## config.mk

```make
export PLATFORM = sky130hd
export DESIGN_NAME = maximal_rectangle_in_grid_flat
export DESIGN_NICKNAME = d
export VERILOG_FILES = /design/src/hw/rtl/mrg_pkg.sv /design/src/hw/rtl/mrg_in_if.sv /design/src/hw/rtl/mrg_out_if.sv /design/src/hw/rtl/mrg_ram.sv /design/src/hw/rtl/maximal_rectangle_in_grid.sv /design/src/flat_wrapper.sv
export SDC_FILE = /design/constraint.sdc
export NUM_CORES = 2
export LEC_CHECK = 0
export ABC_CLOCK_PERIOD_IN_PS = 10450
export BUFFER_PORTS_ARGS = -buffer_cell sky130_fd_sc_hd__clkbuf_2
export CORE_MARGIN = 4
export CORE_UTILIZATION = 48
export DETAILED_ROUTE_END_ITERATION = 10
export PLACE_DENSITY = 0.65
export REMOVE_ABC_BUFFERS = 1
export SKIP_CTS_REPAIR_TIMING = 1
export SLEW_MARGIN = 20
export SYNTH_ARGS = -nofsm -noshare
export SYNTH_HDL_FRONTEND = slang
export SYNTH_SLANG_ARGS = --single-unit
```

## constraint.sdc

```tcl
create_clock -name clk -period 10.45 [get_ports clk]
set_clock_uncertainty 0.05 [all_clocks]
set_input_delay 0 -clock clk [delete_from_list [all_inputs] [get_ports clk]]
set_output_delay 0 -clock clk [all_outputs]
set_load 0.05 [all_outputs]
```

## src/hw/rtl/mrg_pkg.sv

```systemverilog
// Shared constants, widths and saturation helpers for the maximal rectangle block.
`default_nettype none
package mrg_pkg;

  localparam int MAX_COLS = 64;
  localparam int MAX_ROWS = 64;

  localparam int COL_W  = $clog2(MAX_COLS);
  localparam int CNT_W  = $clog2(MAX_COLS + 1);
  localparam int HGT_W  = $clog2(MAX_ROWS + 1);
  localparam int AREA_W = HGT_W + CNT_W;
  localparam int ENT_W  = COL_W + HGT_W;

  localparam int CFG_W      = 7;
  localparam int OUT_AREA_W = 13;
  localparam int OUT_HGT_W  = 7;
  localparam int OUT_WID_W  = 7;

  localparam int OUT_AREA_MAX = (1 << OUT_AREA_W) - 1;
  localparam int OUT_HGT_MAX  = (1 << OUT_HGT_W) - 1;
  localparam int OUT_WID_MAX  = (1 << OUT_WID_W) - 1;

  function automatic logic [OUT_AREA_W-1:0] sat_area(input logic [AREA_W-1:0] a);
    if (32'(a) > 32'(OUT_AREA_MAX)) begin
      return OUT_AREA_W'(OUT_AREA_MAX);
    end
    return OUT_AREA_W'(a);
  endfunction

  function automatic logic [OUT_HGT_W-1:0] sat_hgt(input logic [HGT_W-1:0] h);
    if (32'(h) > 32'(OUT_HGT_MAX)) begin
      return OUT_HGT_W'(OUT_HGT_MAX);
    end
    return OUT_HGT_W'(h);
  endfunction

  function automatic logic [OUT_WID_W-1:0] sat_wid(input logic [CNT_W-1:0] w);
    if (32'(w) > 32'(OUT_WID_MAX)) begin
      return OUT_WID_W'(OUT_WID_MAX);
    end
    return OUT_WID_W'(w);
  endfunction

endpackage
`default_nettype wire

```

## src/hw/rtl/mrg_in_if.sv

```systemverilog
// Grid cell channel: one cell per beat.
`default_nettype none
interface mrg_in_if;
  logic valid;
  logic ready;
  logic cell_open;
  logic first_row;

  modport source (output valid, output cell_open, output first_row, input ready);
  modport sink   (input valid, input cell_open, input first_row, output ready);
endinterface
`default_nettype wire

```

## src/hw/rtl/mrg_out_if.sv

```systemverilog
// Row result channel: one rectangle per beat.
`default_nettype none
interface mrg_out_if;
  logic        valid;
  logic        ready;
  logic [12:0] row_max_area;
  logic [6:0]  rect_height;
  logic [6:0]  rect_width;

  modport source (output valid, output row_max_area, output rect_height, output rect_width,
                  input ready);
  modport sink   (input valid, input row_max_area, input rect_height, input rect_width,
                  output ready);
endinterface
`default_nettype wire

```

## src/hw/rtl/mrg_ram.sv

```systemverilog
// Generic single write port, single read port RAM with registered read.
`default_nettype none
module mrg_ram #(
  parameter int WIDTH = 8,
  parameter int DEPTH = 64
) (
  input  wire logic                     clk,
  input  wire logic                     we,
  input  wire logic [$clog2(DEPTH)-1:0] waddr,
  input  wire logic [WIDTH-1:0]         wdata,
  input  wire logic                     re,
  input  wire logic [$clog2(DEPTH)-1:0] raddr,
  output logic      [WIDTH-1:0]         rdata
);

  logic [WIDTH-1:0] mem [DEPTH];

  always_ff @(posedge clk) begin
    if (we) begin
      mem[waddr] <= wdata;
    end
    if (re) begin
      rdata <= mem[raddr];
    end
  end

endmodule
`default_nettype wire

```

## src/hw/rtl/maximal_rectangle_in_grid.sv

```systemverilog
// Top level: largest all-open rectangle per grid row, histogram stack scan.
//
// Cells arrive on grid, one per beat, in row-major order. num_cols is set
// through cfg_we/cfg_wdata (reset value 64); the user must write it only
// while the block is idle, which the block itself does not enforce. Each
// column keeps a running height of open cells in a small RAM. A cell that
// is not the last of its row is handled as a height read, then a write
// back; grid.ready is low meanwhile. The last cell of a row also starts
// the stack scan: column read and compare per push; compare, read of the
// entry below and score per pop. The scan is bound by the single height
// RAM read port and the stack RAM's one write and one read port, used one
// step at a time by the sequencer. One beat leaves on rect per row. The
// result sits in an output register: the block takes the next cells while
// it waits; if the next row ends before rect is taken, the block holds the
// new result and stays busy. Reset (rst, synchronous) zeroes all column
// heights through per-column valid bits, so there is no clearing pass, and
// empties both channels.
`default_nettype none
module maximal_rectangle_in_grid
  import mrg_pkg::*;
(
  input  wire logic             clk,
  input  wire logic             rst,
  input  wire logic             cfg_we,
  input  wire logic [CFG_W-1:0] cfg_wdata,
  mrg_in_if.sink                grid,
  mrg_out_if.source             rect
);

  typedef enum logic [2:0] {
    S_IDLE,
    S_UPD,
    S_RDCOL,
    S_CMP,
    S_POP,
    S_POP2,
    S_DRAIN
  } state_t;

  state_t state;

  logic [CFG_W-1:0]  num_cols;
  logic [COL_W-1:0]  column_pos;
  logic [COL_W-1:0]  pos_r;
  logic              open_r;
  logic              first_r;
  logic              last_r;
  logic [MAX_COLS-1:0] hvalid;
  logic              hv_rd;

  logic [CNT_W-1:0]  col;
  logic [CNT_W-1:0]  depth;
  logic [HGT_W-1:0]  top_h;
  logic [AREA_W-1:0] best_area;
  logic [HGT_W-1:0]  best_height;
  logic [CNT_W-1:0]  best_width;

  logic                  out_valid;
  logic                  out_load;
  logic [OUT_AREA_W-1:0] out_area;
  logic [OUT_HGT_W-1:0]  out_height;
  logic [OUT_WID_W-1:0]  out_width;

  logic [CNT_W-1:0]  ncols;
  logic [COL_W-1:0]  pos_eff;
  logic              accept;
  logic              is_last;

  logic              hram_we;
  logic              hram_re;
  logic [COL_W-1:0]  hram_raddr;
  logic [HGT_W-1:0]  hram_rdata;
  logic [HGT_W-1:0]  h_rd;
  logic [HGT_W-1:0]  h_new;

  logic              sram_we;
  logic              sram_re;
  logic [COL_W-1:0]  sram_raddr;
  logic [ENT_W-1:0]  sram_wdata;
  logic [ENT_W-1:0]  sram_rdata;
  logic [COL_W-1:0]  st_idx;
  logic [HGT_W-1:0]  st_h;

  logic              push;
  logic [CNT_W-1:0]  pop_w;
  logic [AREA_W-1:0] pop_area;

  always_comb begin
    if (num_cols == '0) begin
      ncols = CNT_W'(1);
    end else if (32'(num_cols) > 32'(MAX_COLS)) begin
      ncols = CNT_W'(MAX_COLS);
    end else begin
      ncols = CNT_W'(num_cols);
    end
  end

  // a position left beyond a shrunk row ends the row at its last column
  always_comb begin
    if (CNT_W'(column_pos) >= ncols) begin
      pos_eff = COL_W'(ncols - CNT_W'(1));
    end else begin
      pos_eff = column_pos;
    end
  end

  assign accept     = grid.valid && grid.ready;
  assign grid.ready = (state == S_IDLE);
  assign is_last    = (CNT_W'(pos_eff) + CNT_W'(1)) >= ncols;

  // column heights
  assign hram_re    = accept || (state == S_RDCOL);
  assign hram_raddr = (state == S_IDLE) ? pos_eff : col[COL_W-1:0];
  assign hram_we    = (state == S_UPD);
  assign h_rd       = hv_rd ? hram_rdata : '0;

  always_comb begin
    if (!open_r) begin
      h_new = '0;
    end else if (first_r) begin
      h_new = HGT_W'(1);
    end else if (32'(h_rd) < 32'(MAX_ROWS)) begin
      h_new = h_rd + HGT_W'(1);
    end else begin
      h_new = HGT_W'(MAX_ROWS);
    end
  end

  mrg_ram #(
    .WIDTH (HGT_W),
    .DEPTH (MAX_COLS)
  ) u_heights (
    .clk   (clk),
    .we    (hram_we),
    .waddr (pos_r),
    .wdata (h_new),
    .re    (hram_re),
    .raddr (hram_raddr),
    .rdata (hram_rdata)
  );

  // index stack, each entry carries its column height too
  assign push       = (depth == '0) || (top_h <= h_rd);
  assign sram_we    = (state == S_CMP) && push;
  assign sram_wdata = {col[COL_W-1:0], h_rd};
  assign sram_re    = (state == S_POP) && (depth > CNT_W'(1));
  assign sram_raddr = COL_W'(depth - CNT_W'(2));
  assign st_idx     = sram_rdata[ENT_W-1:HGT_W];
  assign st_h       = sram_rdata[HGT_W-1:0];

  mrg_ram #(
    .WIDTH (ENT_W),
    .DEPTH (MAX_COLS)
  ) u_stack (
    .clk   (clk),
    .we    (sram_we),
    .waddr (depth[COL_W-1:0]),
    .wdata (sram_wdata),
    .re    (sram_re),
    .raddr (sram_raddr),
    .rdata (sram_rdata)
  );

  // depth is already decremented here; an empty stack means width is col
  assign pop_w    = (depth == '0) ? col : (col - CNT_W'(st_idx) - CNT_W'(1));
  assign pop_area = AREA_W'(top_h) * AREA_W'(pop_w);

  // scan done and the output register free or emptied this cycle
  assign out_load = (state == S_DRAIN) && (depth == '0) && (!out_valid || rect.ready);

  always_ff @(posedge clk) begin
    if (rst) begin
      state      <= S_IDLE;
      num_cols   <= CFG_W'(64);
      column_pos <= '0;
      hvalid     <= '0;
      hv_rd      <= 1'b0;
      depth      <= '0;
      col        <= '0;
      out_valid  <= 1'b0;
    end else begin
      if (cfg_we) begin
        num_cols <= cfg_wdata;
      end
      if (hram_re) begin
        hv_rd <= hvalid[hram_raddr];
      end
      if (out_load) begin
        out_valid <= 1'b1;
      end else if (rect.ready) begin
        out_valid <= 1'b0;
      end

      case (state)
        S_IDLE: begin
          if (accept) begin
            open_r     <= grid.cell_open;
            first_r    <= grid.first_row;
            pos_r      <= pos_eff;
            last_r     <= is_last;
            column_pos <= is_last ? '0 : (pos_eff + COL_W'(1));
            state      <= S_UPD;
          end
        end
        S_UPD: begin
          hvalid[pos_r] <= 1'b1;
          if (last_r) begin
            col         <= '0;
            depth       <= '0;
            best_area   <= '0;
            best_height <= HGT_W'(1);
            best_width  <= '0;
            state       <= S_RDCOL;
          end else begin
            state <= S_IDLE;
          end
        end
        S_RDCOL: begin
          state <= S_CMP;
        end
        S_CMP: begin
          if (push) begin
            top_h   <= h_rd;
            depth   <= depth + CNT_W'(1);
            col     <= col + CNT_W'(1);
            state   <= ((col + CNT_W'(1)) < ncols) ? S_RDCOL : S_DRAIN;
          end else begin
            state <= S_POP;
          end
        end
        S_POP: begin
          depth <= depth - CNT_W'(1);
          state <= S_POP2;
        end
        S_POP2: begin
          // only a strictly larger area replaces the best
          if (pop_area > best_area) begin
            best_area   <= pop_area;
            best_height <= top_h;
            best_width  <= pop_w;
          end
          if (depth != '0) begin
            top_h   <= st_h;
          end
          state <= (col < ncols) ? S_CMP : S_DRAIN;
        end
        S_DRAIN: begin
          if (depth != '0) begin
            state <= S_POP;
          end else if (out_load) begin
            out_area   <= sat_area(best_area);
            out_height <= sat_hgt(best_height);
            out_width  <= sat_wid(best_width);
            state      <= S_IDLE;
          end
        end
        default: begin
          state <= S_IDLE;
        end
      endcase
    end
  end

  assign rect.valid        = out_valid;
  assign rect.row_max_area = out_area;
  assign rect.rect_height  = out_height;
  assign rect.rect_width   = out_width;

`ifndef SYNTH
  a_depth_bound: assert property (@(posedge clk) disable iff (rst)
    depth <= CNT_W'(MAX_COLS))
    else $error("stack depth beyond column count");

  a_col_bound: assert property (@(posedge clk) disable iff (rst)
    (state == S_CMP || state == S_RDCOL) |-> col < ncols)
    else $error("scan column past row end");

  a_accept_upd: assert property (@(posedge clk) disable iff (rst)
    accept |=> state == S_UPD)
    else $error("accepted cell not written back");

  a_zero_area: assert property (@(posedge clk) disable iff (rst)
    (out_valid && out_area == '0) |-> (out_height == OUT_HGT_W'(1) && out_width == '0))
    else $error("empty rectangle with nonzero shape");

  a_area_prod: assert property (@(posedge clk) disable iff (rst)
    (state == S_DRAIN && depth == '0) |->
      best_area == AREA_W'(AREA_W'(best_height) * AREA_W'(best_width)) || best_area == '0)
    else $error("best area does not match its shape");
`endif

endmodule
`default_nettype wire

```

## src/flat_wrapper.sv

```systemverilog
// flat-port wrapper written by rule: the top's interface ports become plain ports
module maximal_rectangle_in_grid_flat import mrg_pkg::*;
  (clk, rst, cfg_we, cfg_wdata, grid_valid, grid_cell_open, grid_first_row, grid_ready, rect_valid, rect_row_max_area, rect_rect_height, rect_rect_width, rect_ready);
  mrg_in_if grid_i ();
  mrg_out_if rect_i ();
  input  wire logic clk;
  input  wire logic rst;
  input  wire logic cfg_we;
  input  wire logic [CFG_W-1:0] cfg_wdata;
  input wire logic [$bits(grid_i.valid)-1:0] grid_valid;
  input wire logic [$bits(grid_i.cell_open)-1:0] grid_cell_open;
  input wire logic [$bits(grid_i.first_row)-1:0] grid_first_row;
  output wire logic [$bits(grid_i.ready)-1:0] grid_ready;
  output wire logic [$bits(rect_i.valid)-1:0] rect_valid;
  output wire logic [$bits(rect_i.row_max_area)-1:0] rect_row_max_area;
  output wire logic [$bits(rect_i.rect_height)-1:0] rect_rect_height;
  output wire logic [$bits(rect_i.rect_width)-1:0] rect_rect_width;
  input wire logic [$bits(rect_i.ready)-1:0] rect_ready;
  assign grid_i.valid = grid_valid;
  assign grid_i.cell_open = grid_cell_open;
  assign grid_i.first_row = grid_first_row;
  assign grid_ready = grid_i.ready;
  assign rect_valid = rect_i.valid;
  assign rect_row_max_area = rect_i.row_max_area;
  assign rect_rect_height = rect_i.rect_height;
  assign rect_rect_width = rect_i.rect_width;
  assign rect_i.ready = rect_ready;
  maximal_rectangle_in_grid u_core (.clk(clk), .rst(rst), .cfg_we(cfg_we), .cfg_wdata(cfg_wdata), .grid(grid_i), .rect(rect_i));
endmodule
```

# Word level (Yosys, flattened, before mapping)
# Memories as Yosys holds them, arrays and structs flattened. A register that Yosys moved wholly into a read port is not among the register bits.
# Cells that the tools add are included.
dict set report op_classes {
  n_addsub 10
  multipliers 1
  div 0
  order_cmp 13
  eq_ne 12
  n_shift 0
  n_mux 51
  bitwise 3
  n_reduce_logical 27
}
# operator count
set op_table {}
lappend op_table {{$mux 7} 15}
lappend op_table {{$or 64x64->64} 1}
lappend op_table {{$pmux 7 s2} 4}
lappend op_table {{$mux 14} 2}
lappend op_table {{$pmux 14 s2} 1}
lappend op_table {{$mux 13} 2}
lappend op_table {{$add 7x1->7 const B} 3}
lappend op_table {{$pmux 3 s7} 1}
lappend op_table {{$pmux 7 s3} 1}
lappend op_table {{$mux 3} 6}
lappend op_table {{$mux 6} 3}
lappend op_table {{$gt 14x13->1 const B} 1}
lappend op_table {{$gt 14x14->1} 1}
lappend op_table {{$logic_not 7->1} 2}
lappend op_table {{$lt 6x7->1 const B} 2}
lappend op_table {{$lt 7x7->1} 2}
lappend op_table {{$mul 7x7->14} 1}
lappend op_table {{$sub 7x1->7 const B} 2}
lappend op_table {{$mux 1} 13}
lappend op_table {{$reduce_and 4->1} 3}
lappend op_table {{$eq 3x3->1 const B} 3}
lappend op_table {{$reduce_and 3->1} 3}
lappend op_table {{$ne 2x1->1 const B} 4}
lappend op_table {{$reduce_bool 2->1} 4}
lappend op_table {{27 further kinds} 37}
dict set report totals {
  register_bits 167
  latchBits 0
  ramBits 1280
  rom_bits 0
  in_bits 14
  output_inout_bits 29
  wordCells 138
  n_memories 2
}
# memory depth width read_ports rd_ports_with_merged_regs write_ports line_no
set memory_table {}
lappend memory_table {u_core.u_stack.mem 64 13 1 1 1 mrg_ram.sv:16} ;# logic [WIDTH-1:0] mem [DEPTH];
lappend memory_table {u_core.u_heights.mem 64 7 1 1 1 mrg_ram.sv:16}

# Longest topological paths before layout
dict set report logic_depth {
  ltp_word 8
  ltp_mapped 34
  mapped_depth_nobuf 34
}

# Modules after synthesis
# Synthesis repeated with hierarchy kept, for this count alone.
dict set report unflattened {
  hier_cells 3379
  hier_area_um2 60556.8
}
# mod n_inst cells_per_inst area_per_inst_um2
set modules_own_cells {}
lappend modules_own_cells {{mrg_ram at u_core.u_stack} 1 1402 32474.9}
lappend modules_own_cells {{mrg_ram at u_core.u_heights} 1 827 17705.7}
lappend modules_own_cells {maximal_rectangle_in_grid 1 1150 10376.2}

# Worst setup path before layout
# OpenSTA, ideal clock, no wires.
dict set report synth_timing {
  path_type {register to register}
  start {reg u_core.col[1]}
  end {reg u_core.best_area[0], enable pin}
  arrival_ns 9.363
  required_ns 9.946
  setup_slack_ns 0.583
  path_stages_with_launch 34
  n_path_buf 1
  period_less_slack_ns 9.867
  cell_sequence {dfxtp_1 > clkbuf_1 > inv_1 > fa_1 > inv_1 > a21oi_1 > o21ai_0 > and2_1 > o21ai_0 > nand3b_1 > xor2_1 > nand2b_1 > fa_1 > fa_1 > inv_1 > fa_1 > inv_1 > fa_1 > inv_1 > ha_1 > a21boi_0 > o21ai_0 > a21oi_1 > o21ai_0 > a21oi_1 > or3_1 > and2_1 > ha_1 > nand4_1 > nor2_1 > o21ai_0 > o211ai_1 > a31oi_1 > nor3b_1}
}
dict set report synth_via {
  elab_chain_cells 7
}
# element line_no
set synth_rtl {}
lappend synth_rtl {{start: declaration} maximal_rectangle_in_grid.sv:51} ;# logic [CNT_W-1:0] col;
lappend synth_rtl {{start signal: assignment} maximal_rectangle_in_grid.sv:225} ;# col <= col + CNT_W'(1);
lappend synth_rtl {{$sub 7x6->7} maximal_rectangle_in_grid.sv:165} ;# assign pop_w = (depth == '0) ? col : (col - CNT_W'(st_idx) - CNT_W'(1));
lappend synth_rtl {{$sub 7x1->7} maximal_rectangle_in_grid.sv:165}
lappend synth_rtl {{$mux 7 *} maximal_rectangle_in_grid.sv:165}
lappend synth_rtl {{$mul 7x7->14 *} maximal_rectangle_in_grid.sv:166} ;# assign pop_area = AREA_W'(top_h) * AREA_W'(pop_w);
lappend synth_rtl {{named net u_core.pop_area[12]} maximal_rectangle_in_grid.sv:86} ;# logic [AREA_W-1:0] pop_area;
lappend synth_rtl {{$gt 14x14->1 *} maximal_rectangle_in_grid.sv:237} ;# if (pop_area > best_area) begin
lappend synth_rtl {{$ne 2x1->1 (no line) *} --}
lappend synth_rtl {{$reduce_and 4->1 (no line) *} --}
lappend synth_rtl {{end signal: assignment} maximal_rectangle_in_grid.sv:238} ;# best_area <= pop_area;
lappend synth_rtl {{end: declaration} maximal_rectangle_in_grid.sv:54} ;# logic [AREA_W-1:0] best_area;
# The timed path passes the listed nets; every way through them passes the cells marked *.
# A chain may end at the register's enable or synchronous reset.

# Worst setup path in the final report
dict set report layout_timing {
  start {reg u_core.depth[4]}
  end {reg u_core.best_width[0], enable pin}
}
dict set report layout_via {
  elab_chain_cells 6
}
# element line_no
set layout_rtl {}
lappend layout_rtl {{start: declaration} maximal_rectangle_in_grid.sv:52} ;# logic [CNT_W-1:0] depth;
lappend layout_rtl {{start signal: assignment} maximal_rectangle_in_grid.sv:224} ;# depth <= depth + CNT_W'(1);
lappend layout_rtl {{start signal: assignment} maximal_rectangle_in_grid.sv:232} ;# depth <= depth - CNT_W'(1);
lappend layout_rtl {{$logic_not 7->1} maximal_rectangle_in_grid.sv:165}
lappend layout_rtl {{$mux 7} maximal_rectangle_in_grid.sv:165}
lappend layout_rtl {{$mul 7x7->14} maximal_rectangle_in_grid.sv:166}
lappend layout_rtl {{named net u_core.pop_area[12]} maximal_rectangle_in_grid.sv:86}
lappend layout_rtl {{$gt 14x14->1} maximal_rectangle_in_grid.sv:237}
lappend layout_rtl {{$ne 2x1->1 (no line)} --}
lappend layout_rtl {{$reduce_and 4->1 (no line)} --}
lappend layout_rtl {{end signal: assignment} maximal_rectangle_in_grid.sv:240} ;# best_width <= pop_w;
lappend layout_rtl {{end: declaration} maximal_rectangle_in_grid.sv:56} ;# logic [CNT_W-1:0] best_width;
# The timed path passes the listed nets, and every way through them passes these cells.

==> flow_summary_export.csv <==
group,metric,value,unit
sta,slew-limit-headroom,0.254,
logic_synthesis,async_reset_ff_frac,0,
cts,cts_buffer_depth,3,
cells_and_area,layout_commonest_cell,"edfxtp_1",
logic_synthesis,seq_area_frac_synth,0.712,
setup_path,crit_path_start_kind,"register",
setup_path,crit_path_max_fanout,28,
drt,vias,33086,
setup_path,critPathTopFamily,"adder cells",
logic_synthesis,synth_top_flop_cell,"edfxtp_1",
die,design.core.area,124000,um^2
logic_synthesis,synth_seq_cells,1467,
global_routing,grt_max_degree,165,
sta,fin_crit_sh,0.810,
place,place.gp.congestion,0.843,
flow_run,drv_cap,0,
cts,root_buffer,"clkbuf_16",
logic_synthesis,synth_cell_types,68,
drt,wl,145000,um
cts,cts.clk_slew.worst_paths,60,ps
global_routing,track_usage,0.221,
global_routing,grt_pass1_wl,217000,um
die,ios,43,
pwr,power.density,191,nW/um^2
cells_and_area,nets,3948,
cells_and_area,layout_common_cells,"edfxtp_1, nand2_1, mux4_2, nand3_1, nor2_1",
sta,setup_viol,0,
die,die_h,363,um
cts,tritoncts,"yes",
run_status,status,"complete, no violations",
logic_synthesis,synth_edf_count,1371,
cells_and_area,fin_util,0.545,
drt,ant_nets,0,
drt,drc,0,
drt,via_per_inst,5.94,
place,hpwl,85500,um
global_routing,antenna_found_initial,2,
die,start_util,0.486,
cells_and_area,fin_area,67900,um^2
place,dpl_cell_area,62900,um^2
cts,clk_latency,780,ps
logic_synthesis,synth_area_per_cell,16.4,um^2
logic_synthesis,synth_area,60500,um^2
sta,min_period,8460,ps
pwr,leakagePower,22.5,nW
sta,hold_viol,0,
setup_path,crit_arrival,8840,ps
worst_hold_path,min_path_type,"in2reg",
drt,wl_per_cell,26.0,um
cts,cts.sink_count,1467,
die,die_area,132000,um^2
place,io_buffers,42,
place,place_ws,2100,ps
setup_path,crit_top_cell,"fa_1",
sta,fmax,118,MHz
sta,worst_pin_slew,1120,ps
cts,cts_buffers,150,
setup_path,worst-setup-path-type,"reg2reg",
cells_and_area,synthToLayoutAreaGrowth,12.2,%
die,rows,129,
cells_and_area,nFillCells,9780,
setup_path,max_stage_delay,690,ps
setup_path,worst_setup_path_end_kind,"register",
drt,drt-initial-drc-count,3726,
sta,worst_slack,1990,ps
drt,dr.pass1.iters,6,
cells_and_area,drive_above_1_share,0.174,
setup_path,cpMaxStageDelayCell,"a21oi_1",
setup_path,crit_buf_inv,4,
setup_path,cp.required,10830,ps
logic_synthesis,ys_warn_count,0,
pwr,worst_ir_drop_vdd,0.000263,V
die,die_w,363,um
logic_synthesis,syn_inst,3695,
sta,maxSlewViolCount,0,
global_routing,grt_pass1_vias,32601,
cts,htree_levels,4,
sta,rsz0062_at_grt,"false",
global_routing,grt_overflow,0,
[power breakdown]
part	internal, mW	total, mW	switching (mW)
clock	2.90	5.13	2.23
combinational	0.397	1.31	0.915
sequential	6.49	6.51	0.0289
[area by class of cell]
cell class	count	area, um^2	share of cell area
multi-input combinational	1943	16500	0.243
sequential	1467	43100	0.635
clock buffer	201	4080	0.0601
inverter	90	340	0.00501
timing repair buffer	161	1210	0.0179
antenna	2	5.00	0.0000737
tap	1637	2050	0.0302
clock inverter	70	616	0.00907
[metrics by stage]
step | power, mW | hold slack, ps | TNS, ps | std cells
after floorplan | 7.59 | 19.1 | -1171930 | 3500
after global placement | 7.92 | 229 | 0 | 5269
after detailed placement | 7.94 | 228 | 0 | 5269
after CTS | 13.0 | -593 | 0 | 5540
after global routing | 13.4 | 181 | 0 | 5570
final | 13.0 | 180 | 0 | 5571
[cells by family (layout without fill, tap and decap cells)]
| family | count (synthesis) | count (layout) | share of synthesized area |
|---|---|---|---|
| compound gates | 374 | 374 | 0.0430 |
| xor+xnor | 31 | 31 | 0.00449 |
| fa+ha+maj | 121 | 121 | 0.0281 |
| buf+inv | 285 | 522 | 0.0197 |
| flops | 1467 | 1467 | 0.712 |
| mux | 367 | 367 | 0.115 |
| other cells | 0 | 2 | 0 |
| simple gates | 1050 | 1050 | 0.0775 |
[sequential cells by signal, indices dropped and copies added, names as in the netlist, 3 cells and up]
| name | cells |
|---|---|
| u_core.u_stack.mem | 832 |
| u_core.rect.row_max_area | 13 |
| u_core.u_heights.mem | 448 |
| u_core.best_area | 14 |
| u_core.u_stack.rdata | 13 |
| u_core.col | 7 |
| u_core.num_cols | 7 |
| u_core.state | 3 |
| u_core.rect.rect_height | 7 |
| u_core.u_heights.rdata | 7 |
| u_core.pos_r | 6 |
| u_core.column_pos | 6 |
| u_core.rect.rect_width | 7 |
| u_core.top_h | 7 |
| u_core.hvalid | 64 |
| u_core.best_height | 7 |
| u_core.depth | 7 |
| u_core.best_width | 7 |
[routing by layer]
metal	global-route usage	wire (um)
met1	0.321	61600
met2	0.349	68600
met3	0.0401	11100
met4	0.0616	3600
met5	0	0
[worst reg2reg max path: cells and delay by family, from the launching register on]
kind | cells | cell delay, ps
buf+inv | 4 | 500
compound gates | 9 | 1890
flops | 1 | 470
simple gates | 9 | 2600
fa+ha+maj | 6 | 2620
[synth_stat cells, types with 4 or more instances]
cell type | n | share of area
nand2_1 | 470 | 0.029
nor4_1 | 4 | 0.00041
o22a_1 | 7 | 0.0010
fa_1 | 25 | 0.0083
buf_2 | 48 | 0.0040
a21oi_1 | 84 | 0.0069
o21a_1 | 77 | 0.0096
buf_4 | 11 | 0.0014
and2_1 | 44 | 0.0046
a221oi_1 | 13 | 0.0019
nand4_1 | 41 | 0.0042
nor3b_1 | 8 | 0.00099
a31oi_1 | 12 | 0.0012
xor2_1 | 13 | 0.0019
mux4_2 | 261 | 0.097
clkbuf_1 | 111 | 0.0069
a21o_1 | 21 | 0.0026
inv_1 | 89 | 0.0055
nor2_1 | 195 | 0.012
nor2b_1 | 30 | 0.0031
and3_1 | 18 | 0.0019
a311oi_1 | 5 | 0.00072
o21ai_0 | 41 | 0.0034
buf_1 | 22 | 0.0014
or3_1 | 7 | 0.00072
mux2i_1 | 97 | 0.016
nand2b_1 | 15 | 0.0016
a211oi_1 | 29 | 0.0036
edfxtp_1 | 1371 | 0.68
o211ai_1 | 13 | 0.0016
dfxtp_1 | 96 | 0.032
nor3_1 | 12 | 0.00099
mux2_2 | 9 | 0.0017
nand3_1 | 189 | 0.016
xnor2_1 | 18 | 0.0026
a32oi_1 | 25 | 0.0036
o22ai_1 | 10 | 0.0010
nand3b_1 | 6 | 0.00074
ha_1 | 96 | 0.020
a2111oi_0 | 6 | 0.00087
[path summary, 6_finish.rpt]
path,start,end,slack [ps],depth (start not counted)
worst max register to register,u_core.depth[4],u_core.best_width[0],1990,28
worst min-delay path,cfg_we,u_core.num_cols[6],180,3
worst max-delay path,u_core.depth[4],u_core.best_width[0],1990,28
worst min register to register,u_core.best_width[4],u_core.rect.rect_width[4],360,0
(Power assumes the default switching activity.)
